### src/sv/dof_pkg.sv
`timescale 1ns / 1ps

package dof_pkg;

  // field and register widths
  localparam int SAMPLE_W   = 16;
  localparam int DIFF_W     = SAMPLE_W + 1;
  localparam int DISP_W     = 32;
  localparam int SCALE_W    = 20;
  localparam int MASK_W     = 8;
  localparam int FORCE_W    = 32;
  localparam int NUMC_W     = 3;
  localparam int CFG_IDX_W  = 3;
  localparam int CFG_DATA_W = 20;

  localparam int MAX_COMPONENTS_DEF = 4;

  // datapath widths
  localparam int GRAD_FRAC = 8;                 // gradient is Q.8
  localparam int GMAG_W    = 28;                // |g| < 2^28
  localparam int G_W       = GMAG_W + 1;
  localparam int GSQ_W     = 2 * GMAG_W;
  localparam int GD_W      = G_W + DISP_W;
  localparam int ITSQ_W    = 32;
  localparam int NUM_W     = 62;
  localparam int NUMMAG_W  = NUM_W - 1;
  localparam int NUMLO_W   = 31;
  localparam int NUMHI_W   = NUMMAG_W - NUMLO_W;
  localparam int DEN_W     = 59;
  localparam int SUM_W     = 48;
  localparam int PROD_W    = 88;
  localparam int QB_W      = 56;
  localparam int CNT_W     = 6;
  localparam int TERM_QBITS  = 35;
  localparam int FINAL_QBITS = 56;
  localparam int IT_SHIFT  = 24;
  localparam int DEN_SHIFT = 16;
  localparam int FIFO_DEPTH = 2;

  localparam logic [SCALE_W-1:0] GRAD_SCALE_RST = SCALE_W'(32768);
  localparam logic [MASK_W-1:0]  MASK_FULL      = MASK_W'(255);

  typedef enum logic [CFG_IDX_W-1:0] {
    CFG_GRAD_SCALE_X    = 3'd0,
    CFG_GRAD_SCALE_Y    = 3'd1,
    CFG_GRAD_SCALE_Z    = 3'd2,
    CFG_NUM_COMPONENTS  = 3'd3,
    CFG_MASK_ENABLE     = 3'd4
  } cfg_reg_t;

  typedef enum logic [3:0] {
    B_IDLE,
    B_MUL0,
    B_MUL1,
    B_TGO,
    B_TDIV,
    B_ACC,
    B_SCALE,
    B_FGO,
    B_FDIV,
    B_OUT
  } back_state_t;

  typedef struct packed {
    logic [SCALE_W-1:0] scale_x;
    logic [SCALE_W-1:0] scale_y;
    logic [SCALE_W-1:0] scale_z;
    logic [NUMC_W-1:0]  num_comp;
    logic               mask_en;
  } dof_cfg_t;

  typedef struct packed {
    logic signed [G_W-1:0]   g_x;
    logic signed [G_W-1:0]   g_y;
    logic signed [G_W-1:0]   g_z;
    logic signed [NUM_W-1:0] num;
    logic [DEN_W-1:0]        den;
    logic                    nz;
    logic                    last;
    logic [MASK_W-1:0]       mask;
  } dof_item_t;

endpackage

### src/sv/dof_fifo.sv
`timescale 1ns / 1ps

module dof_fifo import dof_pkg::*; (
  input  logic      clk,
  input  logic      rst_n,
  input  logic      push,
  input  dof_item_t wdata,
  output logic      full,
  input  logic      pop,
  output dof_item_t rdata,
  output logic      empty
);

  localparam int PW = (FIFO_DEPTH > 1) ? $clog2(FIFO_DEPTH) : 1;
  localparam int CW = $clog2(FIFO_DEPTH + 1);

  dof_item_t       mem [FIFO_DEPTH];
  logic [PW-1:0]   wp_r, wp_nxt, rp_r, rp_nxt;
  logic [CW-1:0]   cnt_r, cnt_nxt;
  logic            do_push, do_pop;

  assign full    = (cnt_r == CW'(FIFO_DEPTH));
  assign empty   = (cnt_r == '0);
  assign do_push = push && !full;
  assign do_pop  = pop && !empty;
  assign rdata   = mem[rp_r];

  always_comb begin
    wp_nxt  = wp_r;
    rp_nxt  = rp_r;
    cnt_nxt = cnt_r;
    if (do_push) begin
      wp_nxt = (wp_r == PW'(FIFO_DEPTH - 1)) ? '0 : wp_r + 1'b1;
    end
    if (do_pop) begin
      rp_nxt = (rp_r == PW'(FIFO_DEPTH - 1)) ? '0 : rp_r + 1'b1;
    end
    if (do_push && !do_pop) begin
      cnt_nxt = cnt_r + 1'b1;
    end else if (do_pop && !do_push) begin
      cnt_nxt = cnt_r - 1'b1;
    end
  end

  always_ff @(posedge clk) begin
    if (!rst_n) begin
      wp_r  <= '0;
      rp_r  <= '0;
      cnt_r <= '0;
    end else begin
      wp_r  <= wp_nxt;
      rp_r  <= rp_nxt;
      cnt_r <= cnt_nxt;
    end
  end

  always_ff @(posedge clk) begin
    if (do_push) begin
      mem[wp_r] <= wdata;
    end
  end

endmodule

### config.mk
export PLATFORM = sky130hd
export DESIGN_NAME = dof_fifo
export DESIGN_NICKNAME = d
export VERILOG_FILES = /design/src/sv/dof_pkg.sv /design/src/sv/dof_fifo.sv
export SDC_FILE = /design/constraint.sdc
export NUM_CORES = 1
export LEC_CHECK = 0
export BUFFER_PORTS_ARGS = -buffer_cell sky130_fd_sc_hd__buf_2
export CORE_ASPECT_RATIO = 0.5
export CORE_UTILIZATION = 43
export DETAILED_ROUTE_END_ITERATION = 12
export GPL_TIMING_DRIVEN = 0
export PLACE_DENSITY_LB_ADDON = 0.12
export SLEW_MARGIN = 20
export SYNTH_ARGS = -nofsm -noshare
export SYNTH_HDL_FRONTEND = slang
export SYNTH_SLANG_ARGS = --single-unit
### constraint.sdc
create_clock -name clk -period 10.8 [get_ports clk]
set_input_delay 1.62 -clock clk [delete_from_list [all_inputs] [get_ports clk]]
set_output_delay 1.62 -clock clk [all_outputs]
set_load 0.02 [all_outputs]
# --- After elaboration in Yosys (flattened, before gate mapping) ---
# Memories as Yosys holds them, arrays and structs flattened. A register that Yosys moved wholly into a read port is not among the register bits.
# Index checks and enable logic that the tools add are counted.
# Widths: inputs -> output; s select.
op_classes:
  n_lt_le_gt_ge: 0
  reduce_logical: 10
  eq_ne: 1
  div: 0
  bitwise: 0
  add_sub_neg: 4
  n_shift: 0
  mux: 8
  mul: 0
op_table:
  columns: ["op", "n"]
  rows:
  - ["$mux 1", 6]
  - ["$logic_and 1x1->1", 4]
  - ["$logic_not 1->1", 4]
  - ["$mux 2", 2]
  - ["$add 1x1->1 const B", 2]
  - ["$add 2x1->2 const B", 1]
  - ["$eq 2x2->1 const B", 1]
  - ["$logic_not 2->1", 1]
  - ["$reduce_bool 2->1", 1]
  - ["$sub 2x1->2 const B", 1]
totals:
  mem_bits_rw: 436
  inputBits: 222
  latch_bits: 0
  word_cells: 27
  regBits: 4
  output_inout_bits: 220
  rom_bits: 0
  n_memories: 1
memory_table:
  columns: ["name", "depth", "word_bits", "read_ports", "rd_clocked_by_memory_dff", "wr", "line", "source"]
  rows:
  - ["mem", 2, 218, 1, 1, 1, "dof_fifo.sv:17", "dof_item_t mem [FIFO_DEPTH];"]

# --- Longest topological paths before layout ---
depth:
  word_depth: 7
  mapped_depth: 7
  mapped_depth_nobuf: 7

# --- Worst setup path after synthesis ---
# No wires, ideal clock.
synth_timing:
  path_kind: "input to register"
  from: "input port push"
  to: "register wp_r"
  required_ns: 10.704
  t_arrival_ns: 10.712
  stages: 3
  n_path_buf: 0
  slack_ns: -0.008
  cell_sequence: "inv_1 -> nor3_2 -> o21a_1"
synth_via:
  elab_chain_len: 1
synth_lines:
  columns: ["element", "line", "source"]
  rows:
  - ["start, declared", "dof_fifo.sv:6", "input logic push,"]
  - ["$logic_and 1x1->1", "dof_fifo.sv:24", "assign do_push = push && !full;"]
  - ["end signal, assigned", "dof_fifo.sv:51", "wp_r <= wp_nxt;"]
  - ["end, declared", "dof_fifo.sv:18", "logic [PW-1:0] wp_r, wp_nxt, rp_r, rp_nxt;"]
# Every way passes these cells.
# A chain may end at the register's enable or synchronous reset.

==> metrics.cfg <==
[detailed_routing]
via_count=8264
routed_via_density=4.77
wl_per_cell_um=19.6
drc=0
drt_iter0_drc=337
dr.pass1.iters=4
ant_nets=0
drt-total-wl_mm=34.0

[critical_path]
start_kind=flop
crit_type=flop to output pin
worstPathArrival_ns=2.02
worstSetupEndpointType=output pin
cp.required_ns=9.18
worstPathMaxFanout=10

[yosys]
avgSynthCellArea_um2=23.3
syn_area_mm2=0.0164
synth_top_area_share=0.799
synth.area.top_cells=edfxtp_1 (80%), mux2_4 (9.2%), mux2_2 (8.1%), buf_8 (0.92%), dfxtp_1 (0.61%)
synth_top_area_cell=edfxtp_1
syn_nets=926
ys_seq_area_frac=0.805
synth_cell_type_count=22
synthCells=703
ys_seq_elements=441
ys_warn_count=0

[global_routing]
grt_pass1_wl_mm=50.7
grt_max_degree=51
gr-total-overflow=0
track_usage=0.172
grt_pass1_vias=8817
antenna_found_initial=9

[placed_design]
dpl.hpwl_mm=24.5
io_buffers=441
pre_cts_ws_ns=6.93
gp_congestion=0.745

[timing]
setup_viol_count_final=0
max_clock_freq_mhz=275
hold_viol=0
rsz0062_at_grt=no
worst_pin_slew_ns=0.630
fin_crit_sh=0.337
layout_min_cycle_time_ns=3.64
clock_skew_ns=0.0147
slew_viol_final=0
postLayoutSetupSlackWorst_ns=7.16
slew_headroom=0.580
tns_ns=0

[clock_tree]
cts_tree=yes
post-cts-setup-buffers=0
holdBufCountCts=0
root_buffer=clkbuf_16
clkSlewWorstSetupHoldPaths_ns=0.07
insertion_delay_ns=0.54
clockBufferDepth=3
cts_inserted_buffers=40
ctsResizeCount=0
cts.sinks=441
cts_max_level=2

[die]
io_pins=442
die_x_um=278
dieArea_mm2=0.0390
initial_utilization=0.437
die_height_um=140
core_mm2=0.0375
rows=50

[pwr]
vdd_drop_max_uv=153
leakagePower_nw=8.00
p_per_area_mw_per_mm2=247

[hold_path]
hp-class=flop to flop

[finish]
nets=1429
multiInputGateArea_mm2=0.00297
ff_latch_area_mm2=0.0132
fillCellCount=2954
area_growth_pct=27.4
drive_gt1_frac=0.616

[run]
maxCapViolations=0

[outcome]
status=finished, final reports clean

-- where the power goes --
group	switching, mW	internal (mW)
combinational	0.884	0.674
sequential	0.0482	2.14
clock	0.594	0.805
-- cell families after synthesis --
family | count (synthesis) | synth area share
AOI/OAI and AO/OA | 5 | 0.00198
buffers and inverters | 26 | 0.0150
DFF | 441 | 0.805
and+or+nand+nor | 9 | 0.00336
muxes | 218 | 0.173
xor gates and xnor gates | 3 | 0.00160
adders and majority gates | 1 | 0.000763
-- worst paths after layout --
path,startpoint,to,slack (ns),cells past startpoint
setup / recovery,flop,rdata[158],7.16,5
hold / removal,cnt_r[1]$_SDFFE_PN0P_,cnt_r[1]$_SDFFE_PN0P_,0.52,2
setup reg to reg,cnt_r[0]$_SDFFE_PN0P_,mem[0][140]$_DFFE_PP_,8.10,9
hold reg to reg,cnt_r[1]$_SDFFE_PN0P_,cnt_r[1]$_SDFFE_PN0P_,0.52,2
-- worst max-delay path, cell delays in order (launching register included) --
cell and delay, ns:
dfxtp_1 0.35, buf_6 0.18, buf_6 0.25, buf_8 0.20, mux2_4 0.31, buf_2 0.17
-- registers in the layout (all words and copies together) (netlist names), named ones only --
signal,count
cnt_r,2
rp_r,1
wp_r,1
mem,436
-- metrics by stage --
stage / total power, mW / utilization / hold slack, ns / std cells / cell area (um^2)
floorplan: 3.31 / - / 0.491 / 703 / 16400
CTS: 5.23 / 0.557 / 0.526 / 1726 / 20900
detailed placement: 3.82 / 0.523 / 0.515 / 1658 / 19600
finish: 5.15 / 0.557 / 0.524 / 1734 / 20900
global placement: 3.80 / 0.513 / 0.506 / 1638 / 19200
global route: 5.37 / 0.557 / 0.562 / 1734 / 20900
-- final cells by class --
type	instances	area share
Clock buffer	48	0.0518
Sequential cell	441	0.631
Multi-Input combinational cell	236	0.142
Antenna cell	8	0.000958
Clock inverter	20	0.00910
Timing Repair Buffer	461	0.123
Tap cell	494	0.0296
Inverter	2	0.000359
Buffer	24	0.0114
-- Yosys cell counts (all sizes together) --
cell    instances
edfxtp        436
mux2          218
buf            24
dfxtp           5
and2            3
a21boi          2
inv             2
nor2            2
o21ai           2
xnor2           2
and3            1
ha              1
nand2b          1
nor3            1
o21a            1
or3             1
xor2            1
-- routing by layer --
metal  global-route usage  wire length [um]  up-vias
met1                0.178             12100     4198
met3               0.0419              1500       60
met5                    0                13        -
met4               0.0683               908        2
met2                0.332             19500      177
li1                     -                 -     3827
-- cells in the final DEF (no fill, tap or decap), types with 3 or more instances in the layout --
cell         n
and2_1       3
clkinv_1    10
clkinv_2     5
buf_2      451
edfxtp_1   436
clkbuf_1     4
clkbuf_16   41
buf_8       24
mux2_2     118
clkbuf_8     3
mux2_4     100
diode_2      8
dfxtp_1      5
buf_16       5
bufinv_16    4
No activity file was read; power rests on OpenSTA's default activity.
